[config.mk]
export PLATFORM = sky130hd
export DESIGN_NAME = nwp_ctrl
export DESIGN_NICKNAME = d
export VERILOG_FILES = /design/src/sv/nwp_pkg.sv /design/src/sv/nwp_ctrl.sv
export SDC_FILE = /design/constraint.sdc
export NUM_CORES = 1
export LEC_CHECK = 0
export BUFFER_PORTS_ARGS = -buffer_cell sky130_fd_sc_hd__buf_2
export CELL_PAD_IN_SITES_DETAIL_PLACEMENT = 0
export CELL_PAD_IN_SITES_GLOBAL_PLACEMENT = 2
export CORE_MARGIN = 5
export CORE_UTILIZATION = 29
export CTS_CLUSTER_DIAMETER = 100
export DETAILED_ROUTE_END_ITERATION = 16
export PLACE_DENSITY_LB_ADDON = 0.08
export SYNTH_ARGS = -nofsm -noshare
export SYNTH_HDL_FRONTEND = slang
export SYNTH_SLANG_ARGS = --single-unit
[constraint.sdc]
create_clock -name i_clk -period 2.5 [get_ports i_clk]
set_clock_uncertainty 0.1 [all_clocks]
set_input_delay 0.625 -clock i_clk [delete_from_list [all_inputs] [get_ports i_clk]]
set_output_delay 0.625 -clock i_clk [all_outputs]
set_load 0.05 [all_outputs]
[src/sv/nwp_pkg.sv]
package nwp_pkg;

    // Field and datapath widths
    localparam int COORD_W      = 20;   // Q11.8 vertex coordinate
    localparam int MAX_VERTICES = 256;
    localparam int CNT_W        = 9;    // holds 0..MAX_VERTICES
    localparam int NSUM_W       = 51;   // Newell sum, signed
    localparam int CSUM_W       = 29;   // coordinate sum, signed
    localparam int MUL_W        = 32;   // shared multiplier operand width
    localparam int PROD_W       = 62;   // registered product width
    localparam int ACC_W        = 63;   // sum of squares / dot accumulator
    localparam int MAG_W        = 30;   // normalized magnitude width
    localparam int SQ_W         = 62;   // square-root working width
    localparam int SQRT_STEPS   = 31;
    localparam int NUM_W        = 45;   // divider numerator width
    localparam int DEN_W        = 31;   // divider denominator width
    localparam int DIV_STEPS    = NUM_W;
    localparam int NRM_FRAC     = 14;   // Q1.14 normal
    localparam int NRM_W        = 16;
    localparam int NRMI_W       = 17;   // internal normal, holds +/-16384
    localparam int DOT_W        = 40;
    localparam int DIST_W       = 21;
    localparam int RND_W        = DOT_W - NRM_FRAC;
    localparam int MIN_VERTICES = 3;

    typedef enum logic [3:0] {
        ST_IDLE,
        ST_EDGE,
        ST_CLOSE,
        ST_MAG,
        ST_CDIV,
        ST_CHK,
        ST_NORM,
        ST_SQ,
        ST_SQRT,
        ST_NDIV,
        ST_DOT,
        ST_OUT
    } t_state;

    typedef enum logic [1:0] {
        MUL_EDGE,
        MUL_SQ,
        MUL_DOT
    } t_mul_op;

    typedef enum logic {
        DIV_CENTER,
        DIV_NORMAL
    } t_div_sel;

    typedef struct packed {
        logic       in_ready;
        t_mul_op    mul_op;
        logic       edge_close;
        logic [1:0] mul_idx;
        logic       acc_nsum;
        logic       acc_sum;
        logic [1:0] acc_idx;
        logic       upd;
        logic       mag_load;
        logic       norm_step;
        logic       sqrt_init;
        logic       sqrt_step;
        logic       div_start;
        logic       div_store;
        t_div_sel   div_sel;
        logic [1:0] div_idx;
        logic       out_load;
    } t_cmd;

    typedef struct packed {
        logic cnt_zero;
        logic cnt_full;
        logic last;
        logic norm_ok;
        logic plane_ok;
        logic div_done;
        logic out_free;
    } t_status;

endpackage

[src/sv/nwp_ctrl.sv]
// Sequencer: walks the datapath through vertex edges and the final plane solve
module nwp_ctrl (
    input  logic             i_clk,
    input  logic             i_rst_n,
    input  logic             i_valid,
    input  nwp_pkg::t_status i_status,
    output nwp_pkg::t_cmd    o_cmd
);

    localparam int CNT_SW = $clog2(nwp_pkg::SQRT_STEPS + 1);

    nwp_pkg::t_state   r_state, n_state;
    logic [1:0]        r_k, n_k;
    logic [1:0]        r_j, n_j;
    logic [CNT_SW-1:0] r_cnt, n_cnt;
    logic              r_phase, n_phase;
    logic              edge_fin;
    logic [1:0]        k_mul;

    // vertex done: skipped, first of polygon, or last edge product accumulated
    assign edge_fin = i_status.cnt_full || i_status.cnt_zero || (r_k == 2'd3);
    assign k_mul    = (r_k == 2'd3) ? 2'd0 : r_k;

    always_ff @(posedge i_clk) begin
        if (!i_rst_n) begin
            r_state <= nwp_pkg::ST_IDLE;
            r_k     <= '0;
            r_j     <= '0;
            r_cnt   <= '0;
            r_phase <= 1'b0;
        end else begin
            r_state <= n_state;
            r_k     <= n_k;
            r_j     <= n_j;
            r_cnt   <= n_cnt;
            r_phase <= n_phase;
        end
    end

    // next state and step counters
    always_comb begin
        n_state = r_state;
        n_k     = r_k;
        n_j     = r_j;
        n_cnt   = r_cnt;
        n_phase = r_phase;
        case (r_state)
            nwp_pkg::ST_IDLE: begin
                if (i_valid) begin
                    n_state = nwp_pkg::ST_EDGE;
                    n_k     = '0;
                end
            end
            nwp_pkg::ST_EDGE: begin
                if (edge_fin) begin
                    n_k = '0;
                    if (i_status.last) begin
                        n_state = nwp_pkg::ST_CLOSE;
                    end else if (i_valid) begin
                        n_state = nwp_pkg::ST_EDGE;
                    end else begin
                        n_state = nwp_pkg::ST_IDLE;
                    end
                end else begin
                    n_k = r_k + 1'b1;
                end
            end
            nwp_pkg::ST_CLOSE: begin
                if (r_k == 2'd3) begin
                    n_state = nwp_pkg::ST_MAG;
                end else begin
                    n_k = r_k + 1'b1;
                end
            end
            nwp_pkg::ST_MAG: begin
                n_state = nwp_pkg::ST_CDIV;
                n_j     = '0;
                n_phase = 1'b0;
            end
            nwp_pkg::ST_CDIV, nwp_pkg::ST_NDIV: begin
                if (!r_phase) begin
                    n_phase = 1'b1;
                end else if (i_status.div_done) begin
                    n_phase = 1'b0;
                    if (r_j == 2'd2) begin
                        n_j = '0;
                        n_k = '0;
                        n_state = (r_state == nwp_pkg::ST_CDIV) ? nwp_pkg::ST_CHK
                                                                 : nwp_pkg::ST_DOT;
                    end else begin
                        n_j = r_j + 1'b1;
                    end
                end
            end
            nwp_pkg::ST_CHK: begin
                n_state = i_status.plane_ok ? nwp_pkg::ST_NORM : nwp_pkg::ST_OUT;
            end
            nwp_pkg::ST_NORM: begin
                if (i_status.norm_ok) begin
                    n_state = nwp_pkg::ST_SQ;
                    n_k     = '0;
                end
            end
            nwp_pkg::ST_SQ: begin
                if (r_k == 2'd3) begin
                    n_state = nwp_pkg::ST_SQRT;
                    n_cnt   = '0;
                end else begin
                    n_k = r_k + 1'b1;
                end
            end
            nwp_pkg::ST_SQRT: begin
                if (r_cnt == CNT_SW'(nwp_pkg::SQRT_STEPS)) begin
                    n_state = nwp_pkg::ST_NDIV;
                    n_j     = '0;
                    n_phase = 1'b0;
                end else begin
                    n_cnt = r_cnt + 1'b1;
                end
            end
            nwp_pkg::ST_DOT: begin
                if (r_k == 2'd3) begin
                    n_state = nwp_pkg::ST_OUT;
                end else begin
                    n_k = r_k + 1'b1;
                end
            end
            nwp_pkg::ST_OUT: begin
                if (i_status.out_free) begin
                    n_state = nwp_pkg::ST_IDLE;
                end
            end
            default: begin
                n_state = nwp_pkg::ST_IDLE;
            end
        endcase
    end

    // datapath commands
    always_comb begin
        o_cmd          = '0;
        o_cmd.mul_op   = nwp_pkg::MUL_EDGE;
        o_cmd.div_sel  = nwp_pkg::DIV_CENTER;
        o_cmd.mul_idx  = k_mul;
        o_cmd.acc_idx  = r_k - 2'd1;
        o_cmd.div_idx  = r_j;
        case (r_state)
            nwp_pkg::ST_IDLE: begin
                o_cmd.in_ready = 1'b1;
            end
            nwp_pkg::ST_EDGE: begin
                o_cmd.acc_nsum = !i_status.cnt_full && !i_status.cnt_zero && (r_k != 2'd0);
                o_cmd.upd      = !i_status.cnt_full && edge_fin;
                o_cmd.in_ready = edge_fin && !i_status.last;
            end
            nwp_pkg::ST_CLOSE: begin
                o_cmd.edge_close = 1'b1;
                o_cmd.acc_nsum   = (r_k != 2'd0);
            end
            nwp_pkg::ST_MAG: begin
                o_cmd.mag_load = 1'b1;
            end
            nwp_pkg::ST_CDIV: begin
                o_cmd.div_start = !r_phase;
                o_cmd.div_store = r_phase && i_status.div_done;
            end
            nwp_pkg::ST_NDIV: begin
                o_cmd.div_sel   = nwp_pkg::DIV_NORMAL;
                o_cmd.div_start = !r_phase;
                o_cmd.div_store = r_phase && i_status.div_done;
            end
            nwp_pkg::ST_NORM: begin
                o_cmd.norm_step = !i_status.norm_ok;
            end
            nwp_pkg::ST_SQ: begin
                o_cmd.mul_op  = nwp_pkg::MUL_SQ;
                o_cmd.acc_sum = (r_k != 2'd0);
            end
            nwp_pkg::ST_SQRT: begin
                o_cmd.sqrt_init = (r_cnt == '0);
                o_cmd.sqrt_step = (r_cnt != '0);
            end
            nwp_pkg::ST_DOT: begin
                o_cmd.mul_op  = nwp_pkg::MUL_DOT;
                o_cmd.acc_sum = (r_k != 2'd0);
            end
            nwp_pkg::ST_OUT: begin
                o_cmd.out_load = i_status.out_free;
            end
            default: begin
                o_cmd.in_ready = 1'b0;
            end
        endcase
    end

endmodule

After elaboration in Yosys (flattened, before gate mapping)
Cells that the tools add are included. Widths: inputs -> output; s select.

Bits in registers: 14. Bits of input ports: 10. Word-level logic and storage cells: 112.

$add $sub $neg: 4. Equal/unequal tests: 27. Muxes and demuxes: 49. Reduce and logical (&&, ||, !) cells: 27.

Operator list (count): $mux 4 (13); $pmux 4 s11 (1); $mux 2 (15); $ne 2x2->1 const B (10); $eq 4x3->1 const B (4); $eq 4x4->1 const B (4); $mux 1 (11); $reduce_and 11->1 (1); $mux 5 (2); $pmux 2 s5 (1); $pmux 5 s2 (1); $reduce_bool 5->1 (2); $eq 4x2->1 const B (2); $reduce_and 7->1 (1); $ne 2x1->1 const B (3); $pmux 2 s3 (1); $add 5x1->5 const B (1); $eq 5x5->1 const B (1); $logic_and 1x1->1 (5); $logic_not 1->1 (5); $logic_not 5->1 (1); $add 2x1->2 const B (2); $eq 2x2->1 const B (2); $eq 4x1->1 const B (1); other kinds (13) (17).

Logic depth before layout (Yosys ltp)
Gate-level depths: netlist of run 1.

Depth in word-level cells: 6. Depth in mapped cells: 8. Depth with buffers taken out: 8.

Least setup slack after synthesis of run 1
No wires, ideal clock.

Kind: reg2out. Start point: register r_state[0]. End point: output port o_cmd[10] in the netlist's numbering. Arrival time: 2578 ps. Required time: 1775 ps. Path slack: -803 ps. Stages on the path, launching flop included: 5. Cells stage by stage: dfxtp_1 buf_2 clkinv_1 nor3_1 nor4b_1.

RTL lines: start, declared (RTL line nwp_ctrl.sv:12) `nwp_pkg::t_state r_state, n_state;`; start signal, assigned (RTL line nwp_ctrl.sv:26) `r_state <= nwp_pkg::ST_IDLE;`; start signal, assigned (RTL line nwp_ctrl.sv:32) `r_state <= n_state;`; end, declared (RTL line nwp_ctrl.sv:7) `output nwp_pkg::t_cmd o_cmd`.

==> metrics.md, run 1 <==
| Metric | Value |
|---|---|
| Cell Count, Final, Fillers Out | `240` |
| Hold Violations, Final | `0` |
| Crit path arrival time | `1700 ps` |
| Hold slack final | `418 ps` |
| Synth warnings | `0` |
| Initial antenna violation count | `0` |
| Fillers | `417` |
| Drt first-iter violations | `56` |
| Synth Instances | `155` |
| Class of the worst hold path | `flop to flop` |
| Worst vdd ir | `0.236 mV` |
| R2R setup slack | `440 ps` |
| GP Congestion | `0.834` |
| Unrepaired setup endpoints after global routing | `yes` |
| PortBufs | `30` |
| Routed WL | `3330 um` |
| Peak fanout along the critical path | `10` |
| CTS buffer count | `3` |
| Final Util | `38.3%` |
| CTS Buffer Depth | `2` |
| Top cells by area, synth | `dfxtp_1 (24%), nor2_1 (7.8%), ha_1 (7.6%)` |
| Share of cells above drive strength 1 | `31.6%` |
| H-Tree Depth | `1` |
| Worst Path Buf+Inv | `1` |
| Max_slew headroom | `68.9%` |
| Pre-antenna DRT Iters | `4` |
| Crit. path cell count | `4` |
| First-pass GRT wire length | `5600 um` |
| Final clock period utilization by the worst path | `97.0%` |
| Slew Limit Fails | `0` |
| Total grt overflow | `0` |
| F_max | `412 MHz` |
| Total Power | `0.910 mW` |
| Netlist cell types | `45` |
| Largest net degree at the start of global routing | `15` |
| Yosys reg bits | `14` |
| N_diodes | `0` |
| Final #Nets | `208` |
| Syn_area_per_cell | `7.48 um2` |
| Critical R2R Launch | `r_cnt[0]` |
| Fin worst setup slack | `74.2 ps` |
| Status | `completed` |
| Final min period | `2430 ps` |
| Dpl cell area | `1440 um2` |
| Post-synth net total | `172` |
| Ports | `31` |
| Post-synth top area share | `24.2%` |
| Final Instance Area | `1510 um2` |
| Sequential area share after synthesis | `24.2%` |
| Setup TNS | `0 ps` |
| Worst Hold Path Cells | `2` |
| CP Launch Type | `flop` |
| Worst path cell trace | `nor4b_2 -> nor2_1 -> nor2_2 -> buf_2` |
| CTS Root Cell | `clkbuf_8` |
| CP endpoint kind | `output port` |
| Hold Crit Endpoint | `r_j[1]` |
| CP required | `1770 ps` |
| DP Cell Count | `236` |
| Routed vias | `1,207` |
| DP Wirelength | `2660 um` |
| Pwr/cell area | `602 nW/um2` |
| Post-Place Worst Slack | `196 ps` |
| Row count | `23` |
| Cts-stage hold buffer count | `0` |
| CTS tree | `done` |
| Starting density of the core | `29.4%` |
| Yosys top cell by area | `dfxtp_1` |
| DIE AREA | `5360 um2` |
| Clock latency on the worst-skew pair | `240 ps` |
| Max Cap Viol | `0` |
| Clock transition at the registers of the reported paths | `60 ps` |
| Slowest stage delay, CP | `510 ps` |
| GRT Total Usage | `13.1%` |
| Hold path start | `r_j[1]` |
| DRC violations left | `0` |
| Worst-margin pin slew | `461 ps` |
| Crit Path Category | `flop to output port` |
| CP max stage cell | `dfxtp_1` |
| CP top delay family | `simple AND/OR/NAND/NOR gates` |
| FF-to-FF End | `r_phase` |
| Vias per cell | `5.03` |
| Wire per inst | `13.9 um` |
| Final setup fails | `0` |
| CTS Sinks | `14` |
| Core outline area | `3940 um2` |
| Worst reg2reg path depth | `8` |
| Post-route ant nets | `0` |
| Die Height | `73.2 um` |
| Area grow syn2layout | `30.3%` |
| Leak | `0.647 nW` |
| Mapped Area | `1160 um2` |
| Die span in x | `73.2 um` |
| Vias in the first global route | `1,222` |
area by class of cell:
| class | instances | area, um2 | share of cell area [%] |
|---|---|---|---|
| multi-input combinational | 120 | 837 | 55.4 |
| sequential | 14 | 282 | 18.6 |
| timing repair buffer | 40 | 230 | 15.2 |
| tap | 50 | 62.6 | 4.14 |
| clock buffer | 4 | 55.1 | 3.64 |
| inverter | 12 | 45.0 | 2.98 |
registers in the layout, indices dropped and copies added, names as in the netlist:
signal,count
r_phase,1
r_cnt,5
r_k,2
r_state,4
r_j,2
metal layers:
layer  GRT usage [%]  vias up  wire length, um
met2            20.5       28             1580
met5               0        -                0
li1                -      626                -
met4            4.92        0               23
met3            1.79        4              105
met1            18.1      549             1630
where the power goes:
part | total [mW] | switching [mW] | internal, mW
combinational | 0.418 | 0.276 | 0.142
clock | 0.223 | 0.0837 | 0.139
sequential | 0.270 | 0.0310 | 0.239
how the worst max path moves through the flow:
stage | to | from | slack [ps]
floorplan | o_cmd[17] | r_state[3] | -510
global placement | o_cmd[4] | r_state[1] | 230
detailed placement | o_cmd[4] | r_state[1] | 200
CTS | o_cmd[7] | r_state[1] | 30
global route | o_cmd[4] | r_state[2] | -30
finish | o_cmd[4] | r_state[2] | 70
Yosys cell counts, drive strengths merged:
master    n
a22o      1
nand3     4
xnor2     1
o311a     1
o32ai     1
ha        7
inv      11
nor2b     1
and2      1
and4b     1
buf       8
a21o      1
nand2    11
or4b      1
o22ai     2
nand3b    3
and4bb    1
nor4      4
o41ai     2
clkinv    1
clkbuf    1
o31ai     3
or2       3
dfxtp    14
a22oi     1
nand2b    4
or3       1
a211o     1
nand4     3
o21ai     4
a21oi    11
nor2     24
nor4b     4
mux2i     4
o2bb2ai   1
nor3      6
a31oi     1
and3b     1
o2111ai   1
xor2      2
and3      2
logic make-up after synthesis:
family | synth area share [%]
and+or+nand+nor | 34.7
AOI/OAI and AO/OA | 20.4
buffers and inverters | 7.44
DFF | 24.2
adders and majority gates | 7.55
muxes | 3.45
xor gates and xnor gates | 2.27
repair_timing:
item,4_1_cts,5_1_grt
setup endpoints to repair,2,8
buffers inserted,0,0
resized for setup,1,4
gates cloned,0,0
placed cells by master (no fill, tap or decap), types with 4 or more instances in the layout:
cell and n:
a21oi_1 11, buf_2 28, buf_4 11, clkbuf_8 4, dfxtp_1 13, ha_1 7
inv_1 11, mux2i_1 4, nand2_1 11, nand2b_1 4, nand3_1 4, nor2_1 21
nor3_1 5
worst min-delay path, delay by kind of cell, from the launching register on:
kind               cells  cell delay (ps)
DFF                    1              330
AOI/OAI and AO/OA      2              140
Power figures use the tool's default switching activity.
==> run 2, diff against run 1 <==
--- a/config.mk
+++ b/config.mk
@@ -8,6 +8,7 @@
 export BUFFER_PORTS_ARGS = -buffer_cell sky130_fd_sc_hd__buf_2
 export CELL_PAD_IN_SITES_DETAIL_PLACEMENT = 0
 export CELL_PAD_IN_SITES_GLOBAL_PLACEMENT = 2
+export CORE_ASPECT_RATIO = 1.5
 export CORE_MARGIN = 5
 export CORE_UTILIZATION = 29
 export CTS_CLUSTER_DIAMETER = 100
==> metrics.md, run 2 (synthesis gave the netlist of run 1 again) <==
| Metric | Value |
|---|---|
| Ports | `31` |
| Hold Crit Endpoint | `r_j[1]` |
| Routed vias | `1,235` |
| DP Wirelength | `2690 um` |
| Worst path cell trace | `or4b_4 -> nor2b_1 -> buf_2` |
| Regs by FF count | `r_cnt (5), r_state (4)` |
| FF-to-FF End | `r_state[2]` |
| DRC violations left | `0` |
| CP Launch Type | `flop` |
| Core outline area | `3920 um2` |
| Row count | `28` |
| CP max stage cell | `or4b_4` |
| Crit Path Category | `flop to output port` |
| Commonest non-fill, non-tap cell in the layout | `buf_2` |
| First-pass GRT wire length | `5540 um` |
| Worst Path Buf+Inv | `1` |
| Final setup fails | `0` |
| Post-CTS Setup Bufs | `0` |
| Final #Nets | `207` |
| Biggest register | `r_cnt` |
| Fin worst setup slack | `114 ps` |
| Die span in x | `61.6 um` |
| Starting density of the core | `29.6%` |
| Wire per inst | `14.1 um` |
| CTS Sinks | `14` |
| Leak | `0.642 nW` |
| Total Power | `0.910 mW` |
| Cts-stage hold buffer count | `0` |
| H-Tree Depth | `1` |
| Post-Place Worst Slack | `180 ps` |
| Worst reg2reg path depth | `8` |
| Drt first-iter violations | `29` |
| Max FFs per register | `5` |
| Final Util | `38.3%` |
| Post-route ant nets | `0` |
| PostCTS Resize Cnt | `2` |
| Crit path arrival time | `1660 ps` |
| Slowest stage delay, CP | `620 ps` |
| Met1 Use GR | `16.0%` |
| CP top delay family | `simple AND/OR/NAND/NOR gates` |
| Vias per cell | `5.28` |
| Peak fanout along the critical path | `17` |
| CP endpoint kind | `output port` |
| R2R setup slack | `440 ps` |
| Vias in the first global route | `1,224` |
| Class of the worst hold path | `flop to flop` |
| Final min period | `2390 ps` |
| CTS buffer count | `3` |
| Share of cells above drive strength 1 | `32.3%` |
| Met3 GRT Util | `1.19%` |
| Worst-margin pin slew | `443 ps` |
| Max_slew headroom | `70.1%` |
| CTS tree | `done` |
| Initial antenna violation count | `0` |
| GRT met2 Usage | `22.8%` |
| GP Congestion | `0.779` |
| Critical R2R Launch | `r_cnt[0]` |
| Largest net degree at the start of global routing | `18` |
| GRT Total Usage | `13.2%` |
| Slew Limit Fails | `0` |
| Clock latency on the worst-skew pair | `250 ps` |
| Routed WL | `3300 um` |
| Hold slack final | `411 ps` |
| Die Height | `87.5 um` |
| Hold Violations, Final | `0` |
| Status | `completed` |
| Pwr/cell area | `606 nW/um2` |
| Top Usage Layer GRT | `met2` |
| PortBufs | `30` |
| Hold path start | `r_j[1]` |
| Total grt overflow | `0` |
| F_max | `419 MHz` |
| N_diodes | `0` |
| Area grow syn2layout | `29.4%` |
| Pre-antenna DRT Iters | `4` |
| DIE AREA | `5390 um2` |
| Max Cap Viol | `0` |
| CTS Buffer Depth | `2` |
| Worst Hold Path Cells | `2` |
| CTS Root Cell | `clkbuf_8` |
| Clock transition at the registers of the reported paths | `60 ps` |
| Dpl cell area | `1430 um2` |
| Final Instance Area | `1500 um2` |
| CP required | `1770 ps` |
| Worst vdd ir | `0.317 mV` |
| Commonest non-fill, non-tap cells in the layout | `buf_2 (29), nor2_1 (21), dfxtp_1 (12)` |
| Final clock period utilization by the worst path | `95.4%` |
run 2: cell count changes in the layout (fill, tap and decap cells not counted):
cell | previous run | this run
buf_2 | 28 | 29
nor3_1 | 5 | 4
nor3_2 | 1 | 2
dfxtp_1 | 13 | 12
buf_4 | 11 | 9
dfxtp_2 | 1 | 2
run 2: worst max path at each step:
stage	start	cells past startpoint	slack [ps]	endpoint
after floorplan	r_state[3]	3	-510	o_cmd[17]
after global routing	r_state[0]	5	-20	o_cmd[14]
after CTS	r_state[2]	4	80	o_cmd[4]
after global placement	r_state[1]	4	210	o_cmd[4]
final	r_state[1]	3	110	o_cmd[7]
after detailed placement	i_status[6]	5	180	o_cmd[20]
run 2: cell type report:
| cell class | count | area (um2) |
|---|---|---|
| clock buffer | 4 | 55.1 |
| fill | 465 | 2420 |
| inverter | 12 | 45.0 |
| multi-input combinational | 120 | 842 |
| sequential | 14 | 283 |
| tap | 45 | 56.3 |
| timing repair buffer | 39 | 220 |
run 2: worst min-delay path: stages, from the launching register on:
cell and delay [ps]:
dfxtp_1 330, o21ai_0 70, a21oi_1 60
run 2: power by group:
group          leakage [nW]  internal, mW  total (mW)  switching (mW)
registers             0.114         0.239       0.272          0.0336
logic                 0.500         0.140       0.410           0.270
clock network        0.0288         0.140       0.228          0.0882
run 2: routing by layer:
layer	part of all wire (%)	up-vias	routed length, um
met2	53	20	1750
met1	43	590	1430
li1	-	623	-
met4	0.79	0	26
met3	2.7	2	88
met5	0	-	0
run 2: stage by stage:
step                TNS (ps)  std cells
floorplan              -1540        155
finish                     0        234
detailed placement         0        230
global placement           0        230
CTS                        0        234
global route           -19.0        234
